## src/rtl/core/s7seq_pkg.sv

```systemverilog
`timescale 1ns / 1ps
package s7seq_pkg;

	// sequencer state codes
	localparam logic [3:0] ST_WAIT_X  = 4'd0;
	localparam logic [3:0] ST_COLLECT = 4'd1;
	localparam logic [3:0] ST_WAIT_Y  = 4'd2;
	localparam logic [3:0] ST_SYNC_HI = 4'd3;
	localparam logic [3:0] ST_SYNC_LO = 4'd4;
	localparam logic [3:0] ST_DIG_HI  = 4'd5;
	localparam logic [3:0] ST_DIG_LO  = 4'd6;
	localparam logic [3:0] ST_TRAIL   = 4'd7;

	localparam logic [7:0] CHAR_X = 8'h58;
	localparam logic [7:0] CHAR_Y = 8'h59;

	localparam logic [2:0] FRAME_DATA = 3'd6;
	localparam logic [2:0] TRAIL_X    = 3'd4;
	localparam logic [3:0] CODE_BLANK = 4'd10;

	localparam logic [7:0] PINS_BLANK = 8'h00;

	// segment pattern for a display code; 10 to 15 are blank
	function automatic logic [7:0] seg_pattern(input logic [3:0] code);
		logic [7:0] pat;
		unique case (code)
			4'd0: pat = 8'h77;
			4'd1: pat = 8'h41;
			4'd2: pat = 8'hE6;
			4'd3: pat = 8'hE3;
			4'd4: pat = 8'hD1;
			4'd5: pat = 8'hB3;
			4'd6: pat = 8'hB7;
			4'd7: pat = 8'h61;
			4'd8: pat = 8'hF7;
			4'd9: pat = 8'hF3;
			default: pat = PINS_BLANK;
		endcase
		return pat;
	endfunction

endpackage

```

## src/rtl/core/serial_seven_segment_sequencer.sv

```systemverilog
`timescale 1ns / 1ps
// Serial seven-segment sequencer.
// Input channel (in_valid/in_ready): one request per timer tick (action 0)
// or per received serial byte (action 1, value on rx_byte).
// Output channel (out_valid/out_ready): one request per tick carrying the
// segment pin levels and the display code in use. Bytes give no output.
// Config: cfg_we/cfg_wdata write the strap digit; it shows at once while no
// frame has yet been accepted.
// Latency: a tick's result is presented the cycle after it is accepted.
// Throughput: one request per cycle while unstalled; all state updates in a
// single pass between the accepted request and the output register.
// The output register holds a result until taken; a new request is taken
// whenever that register is empty or being emptied in the same cycle.
// A receiver stall therefore stalls the input only while a result waits.
// Reset (arst_n low, asynchronous): tick count, state, positions cleared,
// display shows digit 0, output empty. The digit store is not cleared; it
// is always filled by a frame before it is read.
module serial_seven_segment_sequencer
	import s7seq_pkg::*;
#(
	parameter int DIGIT_COUNT = 4,
	parameter int HOLD_BIT    = 5
) (
	input  logic       clk,
	input  logic       arst_n,
	input  logic       in_valid,
	output logic       in_ready,
	input  logic       action,
	input  logic [7:0] rx_byte,
	output logic       out_valid,
	input  logic       out_ready,
	output logic [7:0] segment_pins,
	output logic [3:0] shown_code,
	input  logic       cfg_we,
	input  logic [1:0] cfg_wdata
);

	localparam int TC_W  = HOLD_BIT + 1;
	localparam int IDX_W = (DIGIT_COUNT > 1) ? $clog2(DIGIT_COUNT) : 1;
	localparam logic [2:0] DIG_CNT = 3'(DIGIT_COUNT);

	logic [TC_W-1:0] tick_count_q, tick_count_d;
	logic [3:0]      display_code_q, display_code_d;
	logic [3:0]      state_q, state_d;
	logic [2:0]      byte_pos_q, byte_pos_d;
	logic [2:0]      step_idx_q, step_idx_d;
	logic            strap_live_q, strap_live_d;
	logic [3:0]      digit_store_q [DIGIT_COUNT];
	logic            dig_we;
	logic [IDX_W-1:0] dig_widx;

	logic            accept, tick_acc, byte_acc;
	logic [TC_W-1:0] tc_inc;
	logic            hi_now, hi_next;
	logic [2:0]      pos_inc, step_inc;
	logic [7:0]      pins;

	assign accept   = in_valid & in_ready;
	assign tick_acc = accept & ~action;
	assign byte_acc = accept & action;
	assign in_ready = ~out_valid | out_ready;

	assign tc_inc   = tick_count_q + 1'b1;
	assign hi_now   = tick_count_q[HOLD_BIT];
	assign hi_next  = tc_inc[HOLD_BIT];
	assign pos_inc  = byte_pos_q + 3'd1;
	assign step_inc = step_idx_q + 3'd1;
	assign dig_widx = byte_pos_q[IDX_W-1:0];

	// pattern on even counts, complement on odd
	always_comb begin
		pins = seg_pattern(display_code_q);
		if (tick_count_q[0]) begin
			pins = ~pins;
		end
	end

	always_comb begin
		tick_count_d   = tick_count_q;
		display_code_d = display_code_q;
		state_d        = state_q;
		byte_pos_d     = byte_pos_q;
		step_idx_d     = step_idx_q;
		strap_live_d   = strap_live_q;
		dig_we         = 1'b0;

		if (tick_acc) begin
			tick_count_d = tc_inc;
			unique case (state_q)
				ST_SYNC_HI: begin
					if (hi_next) begin
						state_d = ST_SYNC_LO;
					end
				end
				ST_SYNC_LO: begin
					if (!hi_next) begin
						step_idx_d = 3'd0;
						state_d    = ST_DIG_HI;
					end
				end
				ST_DIG_HI: begin
					if (hi_next) begin
						display_code_d = (step_idx_q < DIG_CNT)
							? digit_store_q[step_idx_q[IDX_W-1:0]] : CODE_BLANK;
						state_d = ST_DIG_LO;
					end
				end
				ST_DIG_LO: begin
					if (!hi_next) begin
						display_code_d = CODE_BLANK;
						step_idx_d     = step_inc;
						if (step_inc >= DIG_CNT) begin
							byte_pos_d = 3'd0;
							state_d    = ST_TRAIL;
						end else begin
							state_d = ST_DIG_HI;
						end
					end
				end
				default: ;
			endcase
		end else if (byte_acc) begin
			unique case (state_q)
				ST_WAIT_X: begin
					if (rx_byte == CHAR_X) begin
						byte_pos_d = 3'd0;
						state_d    = ST_COLLECT;
					end
				end
				ST_COLLECT: begin
					dig_we     = (byte_pos_q < DIG_CNT);
					byte_pos_d = pos_inc;
					if (pos_inc >= FRAME_DATA) begin
						state_d = ST_WAIT_Y;
					end
				end
				ST_WAIT_Y: begin
					// a bad trailer is consumed, not retried as a start
					if (rx_byte == CHAR_Y) begin
						strap_live_d = 1'b0;
						state_d      = hi_now ? ST_SYNC_LO : ST_SYNC_HI;
					end else begin
						state_d = ST_WAIT_X;
					end
					byte_pos_d = 3'd0;
				end
				ST_TRAIL: begin
					if (rx_byte == CHAR_X) begin
						byte_pos_d = pos_inc;
						if (pos_inc >= TRAIL_X) begin
							byte_pos_d = 3'd0;
							state_d    = ST_WAIT_X;
						end
					end
				end
				default: ; // display phases drop bytes
			endcase
		end

		// strap digit shows directly until the first frame
		if (cfg_we && strap_live_q) begin
			display_code_d = {2'b00, cfg_wdata};
		end
	end

	always_ff @(posedge clk or negedge arst_n) begin
		if (!arst_n) begin
			tick_count_q   <= '0;
			display_code_q <= 4'd0;
			state_q        <= ST_WAIT_X;
			byte_pos_q     <= 3'd0;
			step_idx_q     <= 3'd0;
			strap_live_q   <= 1'b1;
		end else begin
			tick_count_q   <= tick_count_d;
			display_code_q <= display_code_d;
			state_q        <= state_d;
			byte_pos_q     <= byte_pos_d;
			step_idx_q     <= step_idx_d;
			strap_live_q   <= strap_live_d;
		end
	end

	always_ff @(posedge clk) begin
		if (dig_we) begin
			digit_store_q[dig_widx] <= rx_byte[3:0];
		end
	end

	// output register
	always_ff @(posedge clk or negedge arst_n) begin
		if (!arst_n) begin
			out_valid <= 1'b0;
		end else if (tick_acc) begin
			out_valid <= 1'b1;
		end else if (out_ready) begin
			out_valid <= 1'b0;
		end
	end

	always_ff @(posedge clk) begin
		if (tick_acc) begin
			segment_pins <= pins;
			shown_code   <= display_code_q;
		end
	end

	// ticks advance the count by one, bytes leave it alone
	a_tick_count: assert property (@(posedge clk) disable iff (!arst_n)
		tick_acc |=> tick_count_q == TC_W'($past(tick_count_q) + 1'b1))
		else $error("tick count did not advance");

	a_byte_count: assert property (@(posedge clk) disable iff (!arst_n)
		byte_acc |=> $stable(tick_count_q))
		else $error("byte moved tick count");

	a_blank_pins: assert property (@(posedge clk) disable iff (!arst_n)
		(out_valid && shown_code >= CODE_BLANK) |->
		(segment_pins == 8'h00 || segment_pins == 8'hFF))
		else $error("blank code drove segments");

	a_step_range: assert property (@(posedge clk) disable iff (!arst_n)
		(state_q == ST_DIG_HI || state_q == ST_DIG_LO) |-> step_idx_q < DIG_CNT)
		else $error("step index out of range during display");

	a_frame_ends_strap: assert property (@(posedge clk) disable iff (!arst_n)
		(state_q == ST_SYNC_HI || state_q == ST_SYNC_LO || state_q == ST_DIG_HI ||
		 state_q == ST_DIG_LO || state_q == ST_TRAIL) |-> !strap_live_q)
		else $error("display sequence with strap digit still live");

endmodule

```

## config.mk

```make
export PLATFORM = sky130hd
export DESIGN_NAME = serial_seven_segment_sequencer
export DESIGN_NICKNAME = d
export VERILOG_FILES = /design/src/rtl/core/s7seq_pkg.sv /design/src/rtl/core/serial_seven_segment_sequencer.sv
export SDC_FILE = /design/constraint.sdc
export NUM_CORES = 1
export LEC_CHECK = 0
export BUFFER_PORTS_ARGS = -buffer_cell sky130_fd_sc_hd__buf_2
export CAP_MARGIN = 20
export CORE_UTILIZATION = 45
export DETAILED_ROUTE_END_ITERATION = 12
export GPL_TIMING_DRIVEN = 0
export PLACE_DENSITY = 0.7
export RECOVER_POWER = 25
export SETUP_SLACK_MARGIN = 0.15
export SLEW_MARGIN = 20
export SYNTH_ARGS = -nofsm -noshare
export SYNTH_HDL_FRONTEND = slang
export SYNTH_SLANG_ARGS = --single-unit
```

## constraint.sdc

```tcl
create_clock -name clk -period 2.5 [get_ports clk]
set_clock_uncertainty 0.05 [all_clocks]
set_input_delay 0.5 -clock clk [delete_from_list [all_inputs] [get_ports clk]]
set_output_delay 0.5 -clock clk [all_outputs]
set_load 0.01 [all_outputs]
```

* After elaboration in Yosys (flattened, before gate mapping)
Memories as Yosys holds them, arrays and structs flattened.
Cells that the tools add are included.
** Operators by class
- $add $sub $neg :: 3
- Multiply operators :: 0
- Divide/modulo/power cells :: 0
- Order comparisons :: 5
- Equal/unequal tests :: 25
- Shifts and indexed selects :: 0
- Muxes and demuxes :: 41
- Bitwise gates (word level) :: 8
- Reduce and logical (&&, ||, !) cells :: 13
** Operators with widths (count)
- $mux W4 :: 15
- $mux W3 :: 12
- $pmux W4 S4 :: 2
- $ne A3 B3 Y1 const B :: 10
- $eq A4 B3 Y1 const B :: 4
- $eq A8 B7 Y1 const B :: 2
- $pmux W3 S4 :: 1
- $reduce_and A4 Y1 :: 3
- $reduce_and A11 Y1 :: 1
- $ge A3 B3 Y1 const B :: 3
- $eq A4 B2 Y1 const B :: 2
- $mux W8 :: 1
- $not A8 Y8 :: 1
- $pmux W4 S2 :: 1
- $reduce_bool A2 Y1 :: 4
- $mux W1 :: 7
- $reduce_and A7 Y1 :: 1
- $add A3 B1 Y3 const B :: 2
- $add A6 B1 Y6 const B :: 1
- $lt A3 B3 Y1 const B :: 2
- $ne A2 B2 Y1 const B :: 3
- $pmux W3 S2 :: 1
- $ne A5 B1 Y1 const B :: 1
- $reduce_bool A5 Y1 :: 1
- 9 further kinds :: 14
** Storage, ports and cells
- Register bits after elaboration :: 34
- Bits in latches :: 0
- Bits in writable memories :: 16
- Bits in read-only memories :: 112
- Bits of input ports :: 16
- Output and inout bits :: 14
- Logic and storage cells :: 106
- Memories :: 2
** Memory list
- (no name shown) :: depth 16, width 7, read ports 1, clocked after memory_dff 0, write ports 0, RTL line s7seq_pkg.sv:26 : unique case (code)
- digit_store_q :: depth 4, width 4, read ports 1, clocked after memory_dff 0, write ports 1, RTL line serial_seven_segment_sequencer.sv:48 : logic [3:0] digit_store_q [DIGIT_COUNT];

* Depth between registers and ports, before layout
Gate-level depths: netlist of the first run.
- Depth in word-level cells :: 8
- Gate-level depth with buffers :: 9
- Gate-level depth less buffers :: 8

* Least setup slack after synthesis of the first run
Ideal clock, no wire load.
- Path type :: input-to-reg
- From :: input action
- To :: register display_code_q[0]
- Setup time :: 125 ps
- Data arrival time :: 1996 ps
- Required time :: 2325 ps
- Setup slack :: 329 ps
- Stages on the path :: 9
- Buffers on the path :: 2
- Cells stage by stage :: buf_2 > nand2b_1 > nand2b_1 > buf_2 > inv_2 > nand2_1 > a21oi_4 > mux2i_1 > mux2_2
** On the way
- Cells in the longest elaborated chain, start to end :: 4
** RTL lines
- from (decl) :: RTL line serial_seven_segment_sequencer.sv:28 : input logic action,
- $not A1 Y1 :: RTL line serial_seven_segment_sequencer.sv:59 : assign tick_acc = accept & ~action;
- $and A1 B1 Y1 :: RTL line serial_seven_segment_sequencer.sv:59
- net tick_acc :: RTL line serial_seven_segment_sequencer.sv:52 : logic accept, tick_acc, byte_acc;
- $reduce_bool A2 Y1 (no line)
- $reduce_and A4 Y1 (no line)
- to (signal assigned) :: RTL line serial_seven_segment_sequencer.sv:176 : display_code_q <= display_code_d;
- to (decl) :: RTL line serial_seven_segment_sequencer.sv:43 : logic [3:0] display_code_q, display_code_d;
The timed path passes the listed nets, and every way through them passes these cells.
A chain may end at the register's enable or synchronous reset.

* Worst setup path after layout of the first run
- From :: register out_valid
- To :: register display_code_q[0]
** On the way
- Cells in the longest elaborated chain, start to end :: 6
** RTL lines
- from (decl) :: RTL line serial_seven_segment_sequencer.sv:30 : output logic out_valid,
- from (signal assigned) :: RTL line serial_seven_segment_sequencer.sv:193 : out_valid <= 1'b0;
- from (signal assigned) :: RTL line serial_seven_segment_sequencer.sv:195 : out_valid <= 1'b1;
- from (signal assigned) :: RTL line serial_seven_segment_sequencer.sv:197 : out_valid <= 1'b0;
- $not A1 Y1 :: RTL line serial_seven_segment_sequencer.sv:61 : assign in_ready = ~out_valid | out_ready;
- $or A1 B1 Y1 :: RTL line serial_seven_segment_sequencer.sv:61
- $and A1 B1 Y1 :: RTL line serial_seven_segment_sequencer.sv:58 : assign accept = in_valid & in_ready;
- $and A1 B1 Y1 :: RTL line serial_seven_segment_sequencer.sv:59
- net tick_acc :: RTL line serial_seven_segment_sequencer.sv:52
- $reduce_bool A2 Y1 (no line)
- $reduce_and A4 Y1 (no line)
The timed path passes the listed nets, and every way through them passes these cells.

==> metrics.cfg, run 1 <==
[sta]
maxSlewHeadroom = 0.220
setup_tns_ns = 0
hold_violations = 0
slew_viol_final = 0
worstMarginPinSlew_ns = 1.17
finalCritPeriodShare = 0.871
worst_slack_ns = 0.322
max_clock_freq_ghz = 0.459
fin_crit_ns = 2.18
setup_violations = 0
rsz0062_at_grt = yes

[clock_network]
cts_sinks = 49
worst_skew_pair.late_latency_ns = 0.29
cts_tree = built
path_clk_slew_ns = 0.09
holdBufCountCts = 0
cts_made_buffers = 5
htree_levels = 2
cts_buffer_depth = 2
root_buffer = clkbuf_8
post_cts_buffers = 0

[route]
vias_per_cell = 5.35
post-route-drc-count = 0
dr_total_vias = 1793
wl_per_cell_um = 13.7
antenna_left = 0
initialDrtViolationCount = 93
drt_wl_total_um = 4600
drtPass1Iterations = 4

[yosys]
netlist_area_um2 = 2610
yosys_most_used_dff = edfxtp_1
async_reset_ff_frac = 0.429
ys_ff_latch = 49
synth_edf_count = 28
synthTopCellsByArea = edfxtp_1, dfrtp_1, ha_1, mux4_2, nand2_1
netlist_instances = 227
synth_cell_types = 53
yosysWarnings = 0
syn_nets = 256
synth_area_per_cell_um2 = 11.5
ys_seq_area_frac = 0.525
synth_top_area_share = 0.323
synth_top_cell_by_area = edfxtp_1

[global_routing]
grt.overflow.total = 0
grt_pass1_vias = 1676
grt_pass1_wl_um = 7910
grtUsageTotal = 0.168
antenna_found_initial = 0
grt_max_degree = 22

[place]
dp.final_hpwl_um = 3340
placed_cell_area_um2 = 2840
place.port_buffers = 28
gp_congestion = 0.918
place_ws_ns = 0.0491

[setup_path]
crit_path_end_kind = register
worstPathRequired_ns = 2.63
reg2reg_depth = 9
path_max_fanout = 20
criticalPathCategory = reg -> reg
crit_path_start_kind = register
arrival_ns = 2.31

[pwr]
power_density_nw_per_um2 = 980
vdd_drop_max_mv = 0.499
total_leakage_power_nw = 1.15

[die]
initial_utilization = 0.470
ios = 30
die_area_um2 = 6100
die_h_um = 78.1
dieWidth_um = 78.1
rows = 27
coreArea_um2 = 5540

[flow_run]
cap_violations = 0

[run_status]
status = complete, no violations

[finish]
fin_nets = 291
diodes = 0
nFillCells = 505
design_area_um2 = 2940
area_growth_pct = 12.9
drive_gt1_frac = 0.179

[hold_path]
min_path_type = in -> async

logic make-up after synthesis:
group | share of synthesized area
AOI/OAI and AO/OA | 0.127
xor gates and xnor gates | 0.0504
adders and majority gates | 0.0624
buffers and inverters | 0.0346
DFF | 0.525
muxes | 0.0427
and+or+nand+nor | 0.158
area by class of cell:
type	count	area [um2]	area share
clock inverter	2	35.0	0.0119
clock buffer	6	72.6	0.0247
inverter	12	45.0	0.0153
sequential	49	1370	0.465
tap	72	90.1	0.0306
buffer	9	45.0	0.0153
timing repair buffer	28	134	0.0455
multi-input combinational	157	1150	0.392
per-layer routing:
metal  up-vias  track usage  share of wire
met2        69        0.276           0.48
met5         -            0              0
li1        886            -              -
met1       830        0.215           0.45
met3         8       0.0407          0.055
met4         0       0.0630          0.014
path summary, 6_finish.rpt:
| path | from | end | slack, ns |
|---|---|---|---|
| setup reg to reg | out_valid | display_code_q[0] | 0.32 |
| min in group clk | cfg_wdata[1] | display_code_q[1] | 0.36 |
| hold reg to reg | display_code_q[3] | shown_code[3] | 0.40 |
| setup / recovery | out_valid | display_code_q[0] | 0.32 |
| hold / removal | arst_n | out_valid | 0.36 |
| max in group asynchronous | arst_n | display_code_q[0] | 1.33 |
cells in the mapped netlist, drive strengths merged (2+ instances only):
master,number
nor2b,5
ha,13
o22ai,4
o211ai,2
o21ai,11
nor3b,2
xor2,7
mux4,4
a21boi,2
nand4,4
o21a,4
and2,6
dfrtp,20
buf,5
edfxtp,28
nor3,4
inv,12
and3b,2
nand3,6
nand2,21
nor2,11
xnor2,8
a21o,3
nand2b,8
clkbuf,4
a22o,2
a21oi,10
flip-flops by register name (all words and copies together), names as in the netlist:
signal / cells
byte_pos_q: 3
step_idx_q: 3
strap_live_q: 1
tick_count_q: 6
out_valid: 1
digit_store_q: 16
state_q: 3
segment_pins: 8
shown_code: 4
display_code_q: 4
report_power, final:
group / internal [mW] / total [mW] / switching, mW
sequential: 1.08 / 1.23 / 0.146
clock: 0.297 / 0.548 / 0.251
combinational: 0.485 / 1.11 / 0.622
cells in the final DEF (no fill, tap or decap), types with 9 or more instances in the layout:
master and count:
nand2_1 21, edfxtp_1 28, ha_1 13, inv_1 11
buf_2 26, dfrtp_1 20, o21ai_0 11, clkbuf_1 10
nor2_1 11, a21oi_1 9
critical path, cell delays in order, from the launching register on:
cell      delay, ns
dfrtp_1        0.38
nor2b_1        0.13
inv_1          0.13
nand2b_1       0.06
buf_2          0.18
inv_2          0.32
nand2_1        0.18
a21oi_4        0.25
mux2i_1        0.10
mux2_2         0.26
what timing repair did:
item,in CTS,in global routing
endpoints found under the setup margin,0,2
gates resized for setup,0,1
hold endpoints to repair,0,0
metrics by stage:
step / hold WS, ns / power, mW / utilization / cells
floorplan: 0.154 / 2.09 / - / 227
global placement: 0.378 / 2.32 / 0.512 / 327
detailed placement: 0.384 / 2.35 / 0.512 / 327
CTS: 0.130 / 2.90 / 0.531 / 335
global route: 0.363 / 3.10 / 0.531 / 335
finish: 0.356 / 2.88 / 0.531 / 335
(Power assumes the default switching activity.)
==> inputs of run 2 (changes only) <==
Clock period 2.5 ns to 2.3 ns, I/O delays scaled along.
==> metrics.cfg, run 2 (synthesis gave the netlist of run 1 again) <==
[route]
vias_per_cell = 5.32  ; was 5.35
wl_per_cell_um = 13.7  ; about the same
initialDrtViolationCount = 105  ; was 93
antenna_left = 0  ; unchanged
dr_total_vias = 1787  ; was 1793
drtPass1Iterations = 4  ; unchanged
drt_wl_total_um = 4600  ; about the same
post-route-drc-count = 0  ; unchanged

[global_routing]
grt_pass1_wl_um = 7910  ; unchanged
use_met2 = 0.276  ; unchanged
grt_util_met1 = 0.215  ; unchanged
grt_max_degree = 22  ; unchanged
grt.overflow.total = 0  ; unchanged
grtUsageTotal = 0.168  ; unchanged
top_usage_layer = met2  ; unchanged
antenna_found_initial = 0  ; unchanged
met3_usage = 0.0407  ; unchanged
grt_pass1_vias = 1676  ; unchanged

[die]
die_h_um = 78.1  ; unchanged
coreArea_um2 = 5540  ; unchanged
rows = 27  ; unchanged
die_area_um2 = 6100  ; unchanged
initial_utilization = 0.470  ; unchanged
ios = 30  ; unchanged
dieWidth_um = 78.1  ; unchanged

[clock_network]
path_clk_slew_ns = 0.09  ; about the same
cts_tree = built  ; unchanged
cts_buffer_depth = 2  ; unchanged
worst_skew_pair.late_latency_ns = 0.29  ; about the same
cts_sinks = 49  ; unchanged
cts_made_buffers = 5  ; unchanged
htree_levels = 2  ; unchanged
holdBufCountCts = 0  ; unchanged
root_buffer = clkbuf_8  ; unchanged

[setup_path]
critPathMaxStageDelay_ns = 0.40  ; was 0.38 ns
worstPathCellList = buf_6, nand3_4, o21a_4, or3b_4, a21oi_4, buf_4, nor2_1, o31ai_1  ; was nor2b_1, inv_1, nand2b_1, buf_2, inv_2, nand2_1, a21oi_4, mux2i_1, mux2_2
cp_slowest_cell = dfrtp_1  ; unchanged
crit_path_start_kind = register  ; unchanged
cp_top_family = compound AO/OA/AOI/OAI gates  ; was buffers and inverters
criticalPathCategory = reg -> reg  ; unchanged
critPathBufInv = 2  ; was 3
crit_path_end_kind = register  ; unchanged
arrival_ns = 2.18  ; was 2.31 ns
worstPathRequired_ns = 2.45  ; was 2.63 ns
path_max_fanout = 9  ; was 20

[pwr]
vdd_drop_max_mv = 0.543  ; was 0.499 mV
power_density_nw_per_um2 = 1060  ; was 980 nW/um2
total_leakage_power_nw = 1.16  ; was 1.15 nW

[sta]
slew_viol_final = 0  ; unchanged
hold_violations = 0  ; unchanged
worstMarginPinSlew_ns = 1.18  ; was 1.17 ns
fin_crit_ns = 2.03  ; was 2.18 ns
rsz0062_at_grt = no  ; was yes
setup_tns_ns = 0  ; unchanged
finalCritPeriodShare = 0.880  ; was 0.871
max_clock_freq_ghz = 0.494  ; was 0.459 GHz
maxSlewHeadroom = 0.215  ; was 0.220
setup_violations = 0  ; unchanged

[finish]
reg.largest.list = digit_store_q x16, segment_pins x8, tick_count_q x6  ; unchanged
seq_area_um2 = 1370  ; about the same
fin_nets = 292  ; was 291
top_register = digit_store_q  ; unchanged
multi_input_area_um2 = 1170  ; was 1150 um2
area_growth_pct = 14.3  ; was 12.9%
diodes = 0  ; unchanged
largest_reg_flops = 16  ; unchanged
finish.utilization = 0.538  ; was 0.531
layout_common_cells = edfxtp_1, buf_2, nand2_1, dfrtp_1, ha_1  ; unchanged
drive_gt1_frac = 0.205  ; was 0.179
layout.cells.most_common = edfxtp_1  ; unchanged
nFillCells = 500  ; was 505

[hold_path]
min_path_type = in -> async  ; unchanged

[place]
place.port_buffers = 28  ; unchanged
dp.final_hpwl_um = 3340  ; unchanged
gp_congestion = 0.918  ; unchanged

[flow_run]
cap_violations = 0  ; unchanged

[run_status]
status = complete, no violations  ; unchanged

[run 2: metrics by stage]
| step | setup slack (ns) | std cells | total power [mW] | hold WS [ns] | cell area [um2] |
|---|---|---|---|---|---|
| after floorplan | 0.169 | 227 | 2.27 | 0.114 | 2610 |
| after global placement | -0.115 | 327 | 2.53 | 0.378 | 2840 |
| after detailed placement | -0.111 | 327 | 2.55 | 0.384 | 2840 |
| after CTS | 0.156 | 335 | 3.15 | 0.0903 | 2950 |
| after global routing | 0.160 | 336 | 3.39 | 0.323 | 2980 |
| final | 0.275 | 336 | 3.15 | 0.315 | 2980 |
[run 2: final timing paths]
path	start	endpoint	slack [ns]	cells after the start
setup / recovery	tick_count_q[0]	display_code_q[1]	0.27	8
hold / removal	arst_n	out_valid	0.32	1
setup reg to reg	tick_count_q[0]	display_code_q[1]	0.27	8
hold reg to reg	display_code_q[3]	shown_code[3]	0.40	0
max in group asynchronous	arst_n	byte_pos_q[0]	1.09	1
min in group clk	cfg_wdata[1]	display_code_q[1]	0.32	3
[run 2: final cells by class]
| cell class | count | area share |
|---|---|---|
| repair buffers | 29 | 0.0475 |
| flip-flops and latches | 49 | 0.460 |
| plain buffers | 9 | 0.0164 |
| inverters | 12 | 0.0168 |
| clock inverters | 2 | 0.0118 |
| clock buffers | 6 | 0.0244 |
| well taps | 72 | 0.0302 |
| multi-input cells | 157 | 0.393 |
[run 2: report_power, final]
part	switching, mW	internal [mW]	leakage, nW
clock	0.272	0.323	0.0552
sequential	0.161	1.18	0.510
combinational	0.683	0.535	0.592
total	1.12	2.04	1.16
[run 2: layer usage]
layer	wire (um)	up-vias
li1	-	885
met3	224	6
met5	0	-
met2	2240	53
met4	58	0
met1	2080	843
[run 2: repair_timing]
action / 4_1_cts / 5_1_grt
gates resized for setup: 1 / 10
setup endpoints to repair: 1 / 10
buffers inserted: 0 / 1
pin swaps: 0 / 1
